--- config.mk ---
export PLATFORM = sky130hd
export DESIGN_NAME = hex_record_checker_unit_flat
export DESIGN_NICKNAME = d
export VERILOG_FILES = /design/src/sv/hrc_pkg.sv /design/src/sv/hrc_req_if.sv /design/src/sv/hrc_rsp_if.sv /design/src/sv/hex_record_checker_unit.sv /design/src/sv/hrc_parser.sv /design/src/flat_wrapper.sv
export SDC_FILE = /design/constraint.sdc
export NUM_CORES = 1
export LEC_CHECK = 0
export BUFFER_PORTS_ARGS = -buffer_cell sky130_fd_sc_hd__buf_2
export CORE_MARGIN = 5
export CORE_UTILIZATION = 59
export DETAILED_ROUTE_END_ITERATION = 10
export PLACE_DENSITY = 0.79
export SYNTH_ARGS = -nofsm -noshare
export SYNTH_HDL_FRONTEND = slang
export SYNTH_SLANG_ARGS = --single-unit
--- constraint.sdc ---
create_clock -name clock -period 4.2 [get_ports clock]
set_clock_uncertainty 0.2 [all_clocks]
set_input_delay 0.42 -clock clock [delete_from_list [all_inputs] [get_ports clock]]
set_output_delay 0.42 -clock clock [all_outputs]
set_load 0.02 [all_outputs]
--- src/sv/hrc_pkg.sv ---
// Shared constants, types and character decode functions for the hex record checker.
`default_nettype none
package hrc_pkg;

   localparam int unsigned MAX_LINE_CHARS = 64;
   localparam int unsigned CHARS_W = 7;
   localparam logic [CHARS_W-1:0] CHARS_LIMIT = CHARS_W'(MAX_LINE_CHARS - 1);

   localparam logic [7:0] CH_COLON = 8'h3A;
   localparam logic [7:0] CH_CR = 8'h0D;
   localparam logic [7:0] BYTE_MAX = 8'hFF;
   localparam logic [7:0] TYPE_END = 8'h01;

   localparam logic [2:0] ST_OK = 3'd0;
   localparam logic [2:0] ST_END = 3'd1;
   localparam logic [2:0] ST_NOCOLON = 3'd2;
   localparam logic [2:0] ST_BADSUM = 3'd3;
   localparam logic [2:0] ST_MALFORMED = 3'd4;

   typedef struct packed {
      logic        fire;
      logic [2:0]  status;
      logic [7:0]  record_type;
      logic [15:0] load_address;
      logic [7:0]  byte_count;
   } hrc_result_type;

   function automatic logic is_blank(input logic [7:0] c);
      return (c == 8'h20) || (c == 8'h09) || (c == 8'h0A) || (c == 8'h0B) || (c == 8'h0C);
   endfunction

   // bit 4 set: a hex digit, bits 3:0 its value
   function automatic logic [4:0] hex_value(input logic [7:0] c);
      logic [7:0] d;
      d = 8'h00;
      if (c inside {[8'h30:8'h39]}) begin
         d = c - 8'h30;
         return {1'b1, d[3:0]};
      end
      if (c inside {[8'h41:8'h46]}) begin
         d = c - 8'h37;
         return {1'b1, d[3:0]};
      end
      if (c inside {[8'h61:8'h66]}) begin
         d = c - 8'h57;
         return {1'b1, d[3:0]};
      end
      return 5'd0;
   endfunction

endpackage
`default_nettype wire

--- src/sv/hrc_req_if.sv ---
// Character input channel of the hex record checker.
`default_nettype none
interface hrc_req_if;
   logic       valid;
   logic       ready;
   logic [7:0] text_char;

   modport source (output valid, output text_char, input ready);
   modport sink (input valid, input text_char, output ready);
endinterface
`default_nettype wire

--- src/sv/hrc_rsp_if.sv ---
// Line result channel of the hex record checker.
`default_nettype none
interface hrc_rsp_if;
   logic        valid;
   logic        ready;
   logic [2:0]  status;
   logic [7:0]  record_type;
   logic [15:0] load_address;
   logic [7:0]  byte_count;

   modport source (output valid, output status, output record_type, output load_address,
                   output byte_count, input ready);
   modport sink (input valid, input status, input record_type, input load_address,
                 input byte_count, output ready);
endinterface
`default_nettype wire

--- src/sv/hex_record_checker_unit.sv ---
// Top level of the Intel HEX record checker: input register, parser, result register.
//
// req_chan takes one ASCII character of hex file text per transfer. rsp_chan
// gives one result per carriage return: status, record type, load address and
// byte count of the finished line.
// A character is parsed while it sits in the input register, in the cycle after
// its transfer; a result goes to the result register when its carriage return
// is parsed, and is on rsp_chan from there.
// One character is taken every cycle while req_chan.ready is high; the parser's
// record state is updated once per character, giving one character per clock.
// When rsp_chan stalls with a result pending, characters that produce no
// result keep flowing; a carriage return waits in the input register until the
// result register frees, and req_chan.ready then drops.
// After an end record or any error the block stays finished: characters are
// still taken but dropped, and no further result appears.
// Synchronous reset empties both registers and returns the parser to
// skipping leading whitespace of a fresh line.
`default_nettype none
module hex_record_checker_unit (
   input wire logic clock,
   input wire logic reset,
   hrc_req_if.sink  req_chan,
   hrc_rsp_if.source rsp_chan
);
   import hrc_pkg::*;

   logic           in_valid_ff;
   logic [7:0]     in_char_ff;
   logic           out_valid_ff;
   hrc_result_type out_ff;
   hrc_result_type result;
   logic           out_free;
   logic           advance;

   hrc_parser u_parser (
      .clock     (clock),
      .reset     (reset),
      .step      (advance),
      .text_char (in_char_ff),
      .result    (result)
   );

   assign out_free = !out_valid_ff || rsp_chan.ready;
   assign advance = in_valid_ff && (!result.fire || out_free);
   assign req_chan.ready = !in_valid_ff || advance;

   always_ff @(posedge clock) begin
      if (reset) begin
         in_valid_ff <= 1'b0;
      end else if (req_chan.ready) begin
         in_valid_ff <= req_chan.valid;
      end
      if (req_chan.valid && req_chan.ready) begin
         in_char_ff <= req_chan.text_char;
      end
   end

   always_ff @(posedge clock) begin
      if (reset) begin
         out_valid_ff <= 1'b0;
      end else if (advance && result.fire) begin
         out_valid_ff <= 1'b1;
      end else if (rsp_chan.ready) begin
         out_valid_ff <= 1'b0;
      end
      if (advance && result.fire) begin
         out_ff <= result;
      end
   end

   assign rsp_chan.valid = out_valid_ff;
   assign rsp_chan.status = out_ff.status;
   assign rsp_chan.record_type = out_ff.record_type;
   assign rsp_chan.load_address = out_ff.load_address;
   assign rsp_chan.byte_count = out_ff.byte_count;

endmodule
`default_nettype wire

--- src/sv/hrc_parser.sv ---
// Line parser: record state, hex decode, running checksum and line result.
`default_nettype none
module hrc_parser (
   input  wire logic                  clock,
   input  wire logic                  reset,
   input  wire logic                  step,
   input  wire logic [7:0]            text_char,
   output hrc_pkg::hrc_result_type    result
);
   import hrc_pkg::*;

   typedef enum logic [1:0] {PH_SKIP, PH_RECORD, PH_NOCOLON, PH_DONE} phase_type;

   phase_type          phase_ff, phase_in;
   logic [7:0]         sum_ff, sum_in;
   logic [7:0]         bytes_ff, bytes_in;
   logic [CHARS_W-1:0] chars_ff, chars_in;
   logic [3:0]         hi_ff, hi_in;
   logic               pend_ff, pend_in;
   logic [7:0]         count_ff, count_in;
   logic [15:0]        addr_ff, addr_in;
   logic [7:0]         type_ff, type_in;
   logic               fault_ff, fault_in;
   logic               seen_ff, seen_in;
   logic               ok_ff, ok_in;

   logic [4:0]         hex;
   logic [7:0]         data_byte;

   assign hex = hex_value(text_char);
   assign data_byte = {hi_ff, hex[3:0]};

   always_comb begin
      phase_in = phase_ff;
      sum_in = sum_ff;
      bytes_in = bytes_ff;
      chars_in = chars_ff;
      hi_in = hi_ff;
      pend_in = pend_ff;
      count_in = count_ff;
      addr_in = addr_ff;
      type_in = type_ff;
      fault_in = fault_ff;
      seen_in = seen_ff;
      ok_in = ok_ff;
      result = '0;
      if (phase_ff == PH_DONE) begin
         result = '0;
      end else if (text_char == CH_CR) begin
         result.fire = 1'b1;
         if (phase_ff != PH_RECORD) begin
            result.status = ST_NOCOLON;
            phase_in = PH_DONE;
         end else begin
            if (fault_ff || pend_ff || !seen_ff) begin
               result.status = ST_MALFORMED;
            end else if (!ok_ff) begin
               result.status = ST_BADSUM;
            end else if (type_ff == TYPE_END) begin
               result.status = ST_END;
            end else begin
               result.status = ST_OK;
            end
            result.record_type = type_ff;
            result.load_address = addr_ff;
            result.byte_count = count_ff;
            phase_in = (result.status == ST_OK) ? PH_SKIP : PH_DONE;
         end
         sum_in = '0;
         bytes_in = '0;
         chars_in = '0;
         hi_in = '0;
         pend_in = 1'b0;
         count_in = '0;
         addr_in = '0;
         type_in = '0;
         fault_in = 1'b0;
         seen_in = 1'b0;
         ok_in = 1'b0;
      end else begin
         if (chars_ff >= CHARS_LIMIT) begin
            fault_in = 1'b1;
         end else begin
            chars_in = chars_ff + 1'b1;
         end
         case (phase_ff)
            PH_SKIP: begin
               if (text_char == CH_COLON) begin
                  phase_in = PH_RECORD;
               end else if (!is_blank(text_char)) begin
                  phase_in = PH_NOCOLON;
               end
            end
            PH_RECORD: begin
               if (!hex[4]) begin
                  fault_in = 1'b1;
               end else if (!pend_ff) begin
                  hi_in = hex[3:0];
                  pend_in = 1'b1;
               end else begin
                  pend_in = 1'b0;
                  if (seen_ff) begin
                     fault_in = 1'b1;
                  end else begin
                     sum_in = sum_ff + data_byte;
                     case (bytes_ff)
                        8'd0: count_in = data_byte;
                        8'd1: addr_in = {data_byte, 8'h00};
                        8'd2: addr_in = {addr_ff[15:8], data_byte};
                        8'd3: type_in = data_byte;
                        default: ;
                     endcase
                     if ({1'b0, bytes_ff} == ({1'b0, count_in} + 9'd4)) begin
                        seen_in = 1'b1;
                        ok_in = (sum_in == 8'h00);
                     end
                     if (bytes_ff != BYTE_MAX) begin
                        bytes_in = bytes_ff + 1'b1;
                     end
                  end
               end
            end
            default: ;
         endcase
      end
   end

   always_ff @(posedge clock) begin
      if (reset) begin
         phase_ff <= PH_SKIP;
         sum_ff <= '0;
         bytes_ff <= '0;
         chars_ff <= '0;
         hi_ff <= '0;
         pend_ff <= 1'b0;
         count_ff <= '0;
         addr_ff <= '0;
         type_ff <= '0;
         fault_ff <= 1'b0;
         seen_ff <= 1'b0;
         ok_ff <= 1'b0;
      end else if (step) begin
         phase_ff <= phase_in;
         sum_ff <= sum_in;
         bytes_ff <= bytes_in;
         chars_ff <= chars_in;
         hi_ff <= hi_in;
         pend_ff <= pend_in;
         count_ff <= count_in;
         addr_ff <= addr_in;
         type_ff <= type_in;
         fault_ff <= fault_in;
         seen_ff <= seen_in;
         ok_ff <= ok_in;
      end
   end

endmodule
`default_nettype wire

--- src/flat_wrapper.sv ---
// flat-port wrapper written by rule: the top's interface ports become plain ports
module hex_record_checker_unit_flat import hrc_pkg::*;
  (clock, reset, req_chan_valid, req_chan_text_char, req_chan_ready, rsp_chan_valid, rsp_chan_status, rsp_chan_record_type, rsp_chan_load_address, rsp_chan_byte_count, rsp_chan_ready);
  hrc_req_if req_chan_i ();
  hrc_rsp_if rsp_chan_i ();
  input wire logic clock;
  input wire logic reset;
  input wire logic [$bits(req_chan_i.valid)-1:0] req_chan_valid;
  input wire logic [$bits(req_chan_i.text_char)-1:0] req_chan_text_char;
  output wire logic [$bits(req_chan_i.ready)-1:0] req_chan_ready;
  output wire logic [$bits(rsp_chan_i.valid)-1:0] rsp_chan_valid;
  output wire logic [$bits(rsp_chan_i.status)-1:0] rsp_chan_status;
  output wire logic [$bits(rsp_chan_i.record_type)-1:0] rsp_chan_record_type;
  output wire logic [$bits(rsp_chan_i.load_address)-1:0] rsp_chan_load_address;
  output wire logic [$bits(rsp_chan_i.byte_count)-1:0] rsp_chan_byte_count;
  input wire logic [$bits(rsp_chan_i.ready)-1:0] rsp_chan_ready;
  assign req_chan_i.valid = req_chan_valid;
  assign req_chan_i.text_char = req_chan_text_char;
  assign req_chan_ready = req_chan_i.ready;
  assign rsp_chan_valid = rsp_chan_i.valid;
  assign rsp_chan_status = rsp_chan_i.status;
  assign rsp_chan_record_type = rsp_chan_i.record_type;
  assign rsp_chan_load_address = rsp_chan_i.load_address;
  assign rsp_chan_byte_count = rsp_chan_i.byte_count;
  assign rsp_chan_i.ready = rsp_chan_ready;
  hex_record_checker_unit u_core (.clock(clock), .reset(reset), .req_chan(req_chan_i), .rsp_chan(rsp_chan_i));
endmodule
# ---- Yosys cells after proc, flatten, opt, wreduce, memory -nomap -nowiden
# Cells that the tools add are included.
# W data, S select, Z words.
dict set report totals {
  reg_bits 110
  in_bits 12
  word_cells 198
}
dict set report op_classes {
  add_sub_neg 7
  magnitude_cmp 7
  n_eq_ne 21
  mux 93
  bitwise 2
  n_reduce_logical 47
}
# cell n
set op_table {}
lappend op_table {{$mux W8} 29}
lappend op_table {{$mux W16} 5}
lappend op_table {{$mux W36} 2}
lappend op_table {{$eq A8 B4 Y1 const B} 5}
lappend op_table {{$mux W32} 1}
lappend op_table {{$pmux W16 S2} 1}
lappend op_table {{$mux W1} 31}
lappend op_table {{$mux W5} 6}
lappend op_table {{$reduce_and A7 Y1} 4}
lappend op_table {{$mux W3} 6}
lappend op_table {{$reduce_bool A2 Y1} 9}
lappend op_table {{$eq A8 B1 Y1 const B} 2}
lappend op_table {{$eq A8 B2 Y1 const B} 2}
lappend op_table {{$eq A8 B6 Y1 const B} 2}
lappend op_table {{$ge A8 B7 Y1 const B} 2}
lappend op_table {{$le A8 B7 Y1 const B} 2}
lappend op_table {{$logic_not A8 Y1} 2}
lappend op_table {{$mux W4} 4}
lappend op_table {{$mux W7} 2}
lappend op_table {{$mux W2} 6}
lappend op_table {{$reduce_and A5 Y1} 2}
lappend op_table {{$add A8 B3 Y9 const B} 1}
lappend op_table {{$eq A8 B9 Y1} 1}
lappend op_table {{$logic_or A1 B1 Y1} 9}
lappend op_table {{27 further kinds} 41}

# ---- Depth between registers and ports, before layout
# Gate-level depths: netlist of run 1.
dict set report logic_depth {
  ltp_word 24
  mapped_depth 16
  mapped_depth_nobuf 16
}

# ---- By module
# From an unflattened synthesis of run 1, not the netlist that was laid out.
dict set report hier_totals {
  cells_unflattened 589
  hier_area_um2 5499.0
}
# mod n_inst cells_each area_each_um2 seq_area_each_um2
set modules_own_cells {}
lappend modules_own_cells {hrc_parser 1 534 4103.9 1301.2}
lappend modules_own_cells {hex_record_checker_unit 1 55 1395.1 1331.3}

# ---- Worst setup path after synthesis of run 1
# OpenSTA, ideal clock, no wires.
dict set report synth_timing {
  kind {register to register}
  startpoint {register u_core.in_char_ff[3]}
  endpoint {register u_core.u_parser.ok_ff}
  arrival_time_ps 3315
  required_time_ps 3877
  path_slack_ps 562
  path_stages_with_launch 14
  synth_period_minus_slack_ps 3638
  path_cell_list {edfxtp_1 > or4b_4 > a311oi_4 > a22o_1 > buf_6 > ha_1 > a21o_1 > a21oi_1 > o21bai_1 > a2111oi_0 > nor3_1 > xnor2_1 > nor3_1 > mux2_1}
}
dict set report synth_between {
  elab_chain_len 19
}
# item line
set synth_lines {}
lappend synth_lines {{start: declaration} hex_record_checker_unit.sv:28} ;# logic [7:0] in_char_ff;
lappend synth_lines {{start signal: assignment} hex_record_checker_unit.sv:54} ;# in_char_ff <= req_chan.text_char;
lappend synth_lines {{$ge A8 B7 Y1 or $le A8 B7 Y1 (tied branches)} hrc_pkg.sv:44} ;# if (c inside {[8'h61:8'h66]}) begin
lappend synth_lines {{$logic_and A1 B1 Y1} hrc_pkg.sv:44}
lappend synth_lines {{$mux W1 (2 in series)} hrc_pkg.sv:44}
lappend synth_lines {{$mux W1} hrc_pkg.sv:40} ;# if (c inside {[8'h41:8'h46]}) begin
lappend synth_lines {{$mux W5} hrc_pkg.sv:48} ;# return 5'd0;
lappend synth_lines {{$mux W5} hrc_pkg.sv:44}
lappend synth_lines {{$mux W5} hrc_pkg.sv:40}
lappend synth_lines {{$mux W8} hrc_parser.sv:106} ;# case (bytes_ff)
lappend synth_lines {{[2 not listed]} -}
lappend synth_lines {{$mux W8} hrc_parser.sv:95} ;# if (!hex[4]) begin
lappend synth_lines {{$mux W8} hrc_parser.sv:86} ;# case (phase_ff)
lappend synth_lines {{$mux W8} hrc_parser.sv:49} ;# end else if (text_char == CH_CR) begin
lappend synth_lines {{$mux W8} hrc_parser.sv:47} ;# if (phase_ff == PH_DONE) begin
lappend synth_lines {{$add A8 B3 Y9} hrc_parser.sv:113} ;# if ({1'b0, bytes_ff} == ({1'b0, count_in} + 9'd4)) begin
lappend synth_lines {{$eq A8 B9 Y1} hrc_parser.sv:113}
lappend synth_lines {{$reduce_bool A2 Y1 (no line)} -}
lappend synth_lines {{$reduce_and A7 Y1 (no line)} -}
lappend synth_lines {{end signal: assignment} hrc_parser.sv:154} ;# ok_ff <= ok_in;
lappend synth_lines {{end: declaration} hrc_parser.sv:25} ;# logic ok_ff, ok_in;
# Several ways; a longest one is shown, not always the timed one. The select of a mux whose other input is x is not followed.
# A chain may end at the register's enable or synchronous reset.

# ---- Worst setup path after layout of run 1
# Same ends and word-level chain as after synthesis.

==> metrics.txt, run 1 <==
status finished, final reports clean; Row Count 34; core area 0.00881 mm²; DRT iter0 DRCs 288; r2r startpoint u_core.in_char_ff[3]; Setup CP Type reg2reg; R2R depth 13; Startpoint Class register; WP data required 4.28 ns; max-slew violation count 0; gr usage total 22.1%; leakage 0.00234 µW; drt drc 0; largest net degree at the start of global routing 46; global-route wire length before repair 20000 µm; TritonCTS Buffers 9; CP endpoint kind register; DRT Wirelength 12000 µm; ys flop type dfxtp_1; number of flops mapped to enable cells by yosys 43; critical path peak fanout 8; port bufs 48; nets 636; vias in the first global route 4055; Worst Setup EP u_core.u_parser.ok_ff; DP HPWL 8540 µm; final setup vio count 0; Initial Util 61.3%; fin crit share 93.9%; worst reg-to-reg setup slack 0.26 ns; DR vias/cell 5.99; Inserted Diodes 0; register area 0.00263 mm²; RSZ-0062 raised after global routing no; antenna-violating nets left 0; final core utilization 68.2%; CTS Root Cell clkbuf_8; H-tree depth 3; Syn Area/Cell 9.74 µm²; flops & latches, synth 110; Die Ht 106 µm; Hold Vio Cnt, Final 0; FILL cells 706; slowest CP cell or4b_4; Synth area leader dfxtp_1; Cell variety after synth 73; Cell Area, Synth 0.00539 mm²; Setup crit start u_core.in_char_ff[3]; Clock Path Buffers 2; clk slew on worst S/H paths 0.11 ns; cell total after placement 697; slew margin rel. 44.5%; Pwr Total 1850 µW; max frequency 254 MHz; Cell Pwr Density 309 mW/mm²; Synth top area share 24.9%; Finished Layout Cells 718; area of the multi-input gates 0.00257 mm²; Routability Congestion 0.944; Syn-to-layout area delta 11.3%; maximum vdd drop 196 µV; MaxCap Viol Count 0; initial antenna violation count 0; WHS 0.00672 ns; cell mode on critical path o21ai_0; R2R Path End u_core.u_parser.ok_ff; total clock sinks 110; Area contributors post-synth dfxtp_1, edfxtp_1, nor2_1; sequential fraction of the synthesis area 48.8%; Async S/R FF share, synth 0%; Net Count, Synth 585; crit path time final 3.94 ns; Die ar. 0.0112 mm²; Post-CTS Setup Bufs 0; via count 4301; total gr overflow 0; Synth Instances 554; WP data arrival 4.02 ns; First-pass DRT Iterations 5; share of cells above drive strength 1 16.1%; Slew @ Worst Pin 0.830 ns; crit-path cells or4b_4 > a311oi_4 > o21ai_0 > buf_4 > o21ai_0 > ha_1 > xnor2_1 > nand3b_1 > o22ai_1 > a31o_2 > nand4_1 > o221ai_1 > mux2_1; routed len/inst 16.7 µm; Fin Setup TNS 0 ns; Top Ports 49; clock latency on the worst-skew pair 0.38 ns; synth warn 0; die width 106 µm; Worst path max stage delay 0.55 ns; TritonCTS clock tree done; Hold WC Path Type in2reg
==> power by group <==
group	leakage [µW]	total (µW)	internal, µW	switching, µW
logic	0.00125	79.9	32.3	47.6
clock network	0.000102	650	248	402
registers	0.000987	1120	1110	12.6
==> placed cells by master, fill, tap and decap left out, types with 4 or more instances in the layout <==
cell           count
a31oi_1           10
buf_2             48
buf_4             13
and2_1            37
dfxtp_1           67
nand4_1            8
nand2_1           31
o21ai_0           11
dlygate4sd3_1      5
a21oi_1           34
mux2i_1           11
nor2_1            79
clkbuf_8          10
ha_1              18
inv_1             15
xor2_1             8
nand2b_1           6
edfxtp_1          43
or3_1              4
a22oi_1           21
xnor2_1           14
nor3_1            12
nand3_1           25
==> critical path, delay by kind of cell (launching register included) <==
family,cells,cell delay [ns]
XOR/XNOR,1,0.23
multiplexers,1,0.35
adder cells (fa/ha/maj),1,0.27
buffers and inverters,1,0.19
flip-flops,1,0.52
AND/OR/NAND/NOR,3,0.74
AO/OA/AOI/OAI,6,1.34
==> stage by stage <==
| stage | setup slack [ns] | area (µm²) |
|---|---|---|
| 2_1_floorplan | 0.562 | 5390 |
| 3_3_place_gp | 0.441 | 5750 |
| 3_5_place_dp | 0.348 | 5750 |
| 4_1_cts | 0.313 | 6000 |
| 5_1_grt | 0.0278 | 6010 |
| 6_report | 0.256 | 6010 |
==> state kept, by name, indices dropped and copies added (netlist names), 2 cells and up <==
name and cells:
u_core.rsp_chan.load_address 16, u_core.u_parser.addr_ff 16, u_core.in_char_ff 8, u_core.rsp_chan.byte_count 8, u_core.rsp_chan.record_type 8, u_core.u_parser.bytes_ff 8, u_core.u_parser.count_ff 8, u_core.u_parser.sum_ff 8
u_core.u_parser.type_ff 8, u_core.u_parser.chars_ff 7, u_core.u_parser.hi_ff 4, u_core.rsp_chan.status 3, u_core.u_parser.phase_ff 2
==> cells in the mapped netlist, types with 3 or more instances <==
library cell,number
nor2_1,79
dfxtp_1,67
edfxtp_1,43
and2_1,37
a21oi_1,35
nand2_1,31
nand3_1,25
a22oi_1,21
ha_1,18
clkbuf_1,17
inv_1,15
xnor2_1,14
nor3_1,12
mux2i_1,11
o21ai_0,11
a31oi_1,10
nand4_1,8
xor2_1,8
buf_2,6
nand2b_1,6
or3_1,4
a211oi_1,3
a21o_1,3
and3_1,3
buf_6,3
nand3b_1,3
nor3b_1,3
o21ai_1,3
o21bai_1,3
o31ai_1,3
==> cell families (layout without fill, tap and decap cells) <==
kind of cell	Yosys count	after routing	synth area share, %
flip-flops	110	110	48.8
multiplexers	12	12	2.25
adder cells (fa/ha/maj)	19	19	4.55
buffers and inverters	42	98	3.55
XOR/XNOR	22	22	3.57
AND/OR/NAND/NOR	232	232	22.2
AO/OA/AOI/OAI	117	117	15.1
==> area by class of cell <==
cell class	instances	area share [%]
flip-flops and latches	110	43.8
multi-input cells	402	42.9
repair buffers	67	6.79
clock buffers	10	2.29
well taps	108	2.25
clock inverters	6	1.04
inverters	15	0.938
==> worst min path at each step <==
| stage | start | depth (start not counted) | slack [ns] | end |
|---|---|---|---|---|
| final | req_chan_text_char[4] | 1 | 0.007 | u_core.in_char_ff[4] |
| after floorplan | u_core.u_parser.chars_ff[6] | 2 | 0.21 | u_core.u_parser.chars_ff[6] |
| after global routing | req_chan_text_char[4] | 1 | 0.002 | u_core.in_char_ff[4] |
| after global placement | u_core.u_parser.chars_ff[6] | 2 | 0.22 | u_core.u_parser.chars_ff[6] |
| after detailed placement | u_core.u_parser.chars_ff[6] | 2 | 0.22 | u_core.u_parser.chars_ff[6] |
| after CTS | req_chan_text_char[4] | 1 | 0.001 | u_core.in_char_ff[4] |
==> metal layers <==
metal / track usage (%) / vias up / part of all wire (%)
li1: - / 2091 / -
met5: 0 / - / 0
met2: 36.1 / 182 / 47
met4: 9.81 / 0 / 2.2
met3: 3.00 / 23 / 6.4
met1: 29.6 / 2005 / 44
==> timing repair <==
action,CTS,global route
setup endpoints to repair,0,1
hold endpoints to repair,5,0
hold buffers,5,0
gates resized for setup,0,1
(Power assumes the default switching activity.)
==> inputs of run 2 (changes only) <==
- BUFFER_PORTS_ARGS: -buffer_cell sky130_fd_sc_hd__buf_2 -> -buffer_cell sky130_fd_sc_hd__buf_4
==> run 2 against run 1 <==
  * Global-route usage is 0.72 points lower
  * Non-clock buffer count fell by 7
  * Combinational power is 2% lower
  * Core utilization up 0.37 points
  * Highest routed layer unchanged
==> metrics.txt, run 2 (synthesis gave the netlist of run 1 again) <==
sw frac 24.1%; DR vias/cell 5.99; Placed Area 0.00586 mm²; global-route wire length before repair 19500 µm; Routability Congestion 0.938; DRT Wirelength 11800 µm; FILL cells 686; First-pass DRT Iterations 5; CTS Root Cell clkbuf_8; most common cell after layout, fill and taps aside nor2_1; area of the multi-input gates 0.00257 mm²; initial antenna violation count 0; fin crit share 95.2%; MaxCap Viol Count 0; port bufs 48; core area 0.00881 mm²; Slew @ Worst Pin 0.786 ns; gr usage total 21.4%; DP HPWL 8650 µm; Top Ports 49; Inserted Diodes 0; WP data arrival 4.07 ns; clk slew on worst S/H paths 0.11 ns; Seq pwr share 62.3%; Syn-to-layout area delta 11.9%; max-slew violation count 0; RSZ-0062 raised after global routing no; final setup vio count 0; Die Ht 106 µm; Post-CTS Setup Bufs 0; clock latency on the worst-skew pair 0.37 ns; die width 106 µm; Row Count 34; Hold Vio Cnt, Final 0; total clock sinks 110; antenna-violating nets left 0; WP data required 4.27 ns; TritonCTS Buffers 9; P_int 1370 µW; sw power 434 µW; via count 4257; Hold WC Path Type in2reg; CTS resizes 0; CP endpoint kind register; status finished, final reports clean; drt drc 0; Startpoint Class register; met2 usage 35.6%; max frequency 250 MHz; Initial Util 61.3%; WHS 0.0219 ns; Setup CP Type reg2reg; crit path time final 4.00 ns; TritonCTS clock tree done; critical path peak fanout 8; register area 0.00263 mm²; largest net degree at the start of global routing 57; layer with the highest usage met2; met1 Resource Use GR 28.5%; vias in the first global route 4015; total gr overflow 0; maximum vdd drop 227 µV; most frequent cells in the layout nor2_1, dfxtp_1, buf_4, edfxtp_1, and2_1; Fin Setup TNS 0 ns; nets 629; share of cells above drive strength 1 15.6%; Cell Pwr Density 299 mW/mm²; H-tree depth 3; Clock Path Buffers 2; final instance area 0.00604 mm²; Die ar. 0.0112 mm²; DRT iter0 DRCs 428; leakage 0.00232 µW; met3 Use GR 3.36%; Combinational Power Share 4.3%; CTS Hold Bufs 0; clock share of power 33.4%; routed len/inst 16.7 µm; slew margin rel. 47.4%
run 2: cell count changes in the layout (fill, tap and decap cells not counted), sizes merged:
| cell | change |
|---|---|
| clkinv | -1 |
| buf | -2 |
| dlygate4sd3 | -5 |
| clkinvlp | +1 |
run 2: cell type report:
class	instances	share of cell area, %
Clock buffer	10	2.11
Tap cell	108	2.24
Inverter	15	0.932
Multi-Input combinational cell	402	42.6
Clock inverter	6	0.891
Sequential cell	110	43.6
Timing Repair Buffer	60	7.67
run 2: through the flow:
| step | instances | utilization, % | power [µW] | setup WS, ns |
|---|---|---|---|---|
| floorplan | 554 | - | 1200 | 0.562 |
| global placement | 695 | 66.5 | 1220 | 0.442 |
| detailed placement | 695 | 66.5 | 1220 | 0.287 |
| CTS | 711 | 68.6 | 1810 | 0.300 |
| global route | 711 | 68.6 | 1870 | 0.0790 |
| finish | 711 | 68.6 | 1800 | 0.201 |
run 2: power by group through the flow:
| stage | combinational [µW] | clock [µW] | sequential (µW) |
|---|---|---|---|
| after CTS | 77.6 | 609 | 1120 |
| after floorplan | 56.5 | 0 | 1140 |
| after global placement | 75.7 | 0 | 1150 |
| after global routing | 85.7 | 657 | 1130 |
| after detailed placement | 77.0 | 0 | 1150 |
| final | 78.1 | 602 | 1120 |
run 2: path summary, 6_finish.rpt:
check / endpoint / startpoint / depth (start not counted) / slack, ns
max: u_core.u_parser.ok_ff / u_core.in_char_ff[3] / 12 / 0.20
min reg2reg: u_core.u_parser.chars_ff[6] / u_core.u_parser.chars_ff[6] / 2 / 0.23
min: u_core.in_char_ff[3] / req_chan_text_char[3] / 1 / 0.02
max reg2reg: u_core.u_parser.ok_ff / u_core.in_char_ff[3] / 12 / 0.20
run 2: worst max-delay path, cell delays in order (launching register included):
cell	delay (ns)
edfxtp_1	0.52
or4b_4	0.55
a311oi_4	0.37
a22o_1	0.22
ha_1	0.23
a21o_1	0.18
a21oi_1	0.25
o21bai_1	0.14
a2111oi_0	0.48
nor3_1	0.14
xnor2_1	0.21
nor3_1	0.11
mux2_1	0.29
run 2: routing by layer:
layer | wire length [µm] | up-vias
met5 | 0 | -
met4 | 279 | 0
met3 | 766 | 22
met2 | 5680 | 152
met1 | 5120 | 2012
li1 | - | 2071
==> inputs of run 3 (changes only) <==
- REMOVE_ABC_BUFFERS: unset -> 1
==> run 3 against run 2 <==
  * Combinational power up 2%
  * Global-route usage fell by 0.059 points
  * Die area unchanged
  * Via count grew 1.6%
  * Non-clock buffer count rose by 1
  * Core utilization rose by 0.099 points
  * Sequential cell count stayed put
  * First-iteration DRC count fell by 28%
  * Critical path depth is the same
  * Total power grew 0.94%
  * Final cell count up 0.14%
  * Sequential share of layout area shrank 0.063 points
  * Largest cell class unchanged
==> metrics.txt, run 3 (synthesis gave the netlist of run 1 again) <==
DP HPWL 8510 µm; WL met2 5700 µm; initial antenna violation count 0; max-slew violation count 0; RSZ-0062 raised after global routing no; cell mode on critical path nor3_1; Top Ports 49; Worst path max stage delay 0.55 ns; Initial Util 61.3%; most common cell after layout, fill and taps aside nor2_1; port bufs 48; P_int 1370 µW; total clock sinks 110; Slew @ Worst Pin 0.793 ns; DRT Wirelength 11900 µm; CTS Hold Bufs 0; met3 wire len 661 µm; WP data arrival 4.03 ns; r2r startpoint u_core.in_char_ff[3]; CTS Root Cell clkbuf_8; clk slew on worst S/H paths 0.11 ns; Hold Vio Cnt, Final 0; WP data required 4.27 ns; leakage 0.00233 µW; H-tree depth 3; Clock Path Buffers 2; critical path peak fanout 8; total gr overflow 0; nets 630; First-pass DRT Iterations 5; final instance area 0.00605 mm²; uppermost routed layer met4; clock share of power 33.9%; sw power 447 µW; TritonCTS clock tree done; die width 106 µm; vias in the first global route 4032; core area 0.00881 mm²; Syn-to-layout area delta 12.1%; maximum vdd drop 153 µV; Buf/Inv on CP 0; CP endpoint kind register; WHS 0.0151 ns; antenna-violating nets left 0; Hold Path Origin req_chan_text_char[3]; gr usage total 21.4%; global-route wire length before repair 19400 µm; Place WS 0.0820 ns; slowest CP cell or4b_4; Cell Pwr Density 301 mW/mm²; fin crit share 94.3%; drt drc 0; Hold WC Path Type in2reg; Metal-1 WL 5250 µm; Fin Setup TNS 0 ns; Startpoint Class register; max frequency 253 MHz; Die Ht 106 µm; DR vias/cell 6.08; WHS Endpoint u_core.in_char_ff[3]; via count 4327; clock latency on the worst-skew pair 0.38 ns; sw frac 24.6%; Row Count 34; Routability Congestion 0.892; Die ar. 0.0112 mm²; FILL cells 690; Post-CTS Setup Bufs 0; share of cells above drive strength 1 15.9%; largest net degree at the start of global routing 57; Seq pwr share 61.7%; TritonCTS Buffers 9; Inserted Diodes 0; R2R depth 12; worst reg-to-reg setup slack 0.24 ns; MaxCap Viol Count 0; routed len/inst 16.7 µm; crit path time final 3.96 ns; Placed Area 0.00585 mm²; DRT iter0 DRCs 309; Setup CP Type reg2reg; final setup vio count 0; Combinational Power Share 4.4%; Crit path max-delay family compound AO/OA/AOI/OAI gates; status finished, final reports clean; crit-path cells or4b_4 > a311oi_4 > a22o_1 > ha_1 > a21o_1 > a21oi_1 > o21bai_1 > a2111oi_0 > nor3_1 > xnor2_1 > nor3_1 > mux2_1; R2R Path End u_core.u_parser.ok_ff; Hold Path Cell Cnt 1; most frequent cells in the layout nor2_1, dfxtp_1, buf_4, edfxtp_1, and2_1; setup ws final 0.240 ns; slew margin rel. 46.9%
run 3: what timing repair did:
action,CTS,global route
endpoints found under the setup margin,0,2
resized for setup,0,1
hold endpoints to repair,0,0
run 3: worst max path at each step:
stage	to	startpoint	depth (start not counted)	slack, ns
after floorplan	u_core.u_parser.ok_ff	u_core.in_char_ff[3]	12	0.48
after global placement	u_core.u_parser.ok_ff	u_core.in_char_ff[0]	14	0.36
after detailed placement	u_core.u_parser.ok_ff	u_core.in_char_ff[1]	14	0.08
after CTS	u_core.u_parser.ok_ff	u_core.in_char_ff[1]	14	0.09
after global routing	u_core.u_parser.ok_ff	u_core.in_char_ff[1]	15	0.006
final	u_core.u_parser.ok_ff	u_core.in_char_ff[3]	12	0.24
run 3: layout make-up:
type                    count  area (µm²)  area share [%]
repair buffers             61         458            7.57
well taps                 108         135            2.23
clock buffers               9         124            2.05
flip-flops and latches    110        2630            43.5
inverters                  15        56.3           0.931
clock inverters             7        71.3            1.18
multi-input cells         402        2570            42.5
run 3: power by group through the flow:
stage / logic [µW] / clock network (µW) / registers (µW)
3_5_place_dp: 78.7 / 0 / 1150
6_report: 79.7 / 617 / 1120
4_1_cts: 79.2 / 627 / 1120
5_1_grt: 87.3 / 672 / 1130
2_1_floorplan: 45.6 / 0 / 1140
3_3_place_gp: 76.3 / 0 / 1150
run 3: routing by layer:
metal,vias to the layer above,track usage (%)
li1,2072,-
met1,2064,27.3
met2,164,36.4
met3,27,3.91
met4,0,7.68
met5,-,0
run 3: metrics by stage:
stage	std cells	total power, µW	util [%]
detailed placement	696	1230	66.5
global route	712	1880	68.7
floorplan	527	1190	-
finish	712	1820	68.7
global placement	696	1220	66.5
CTS	712	1830	68.7
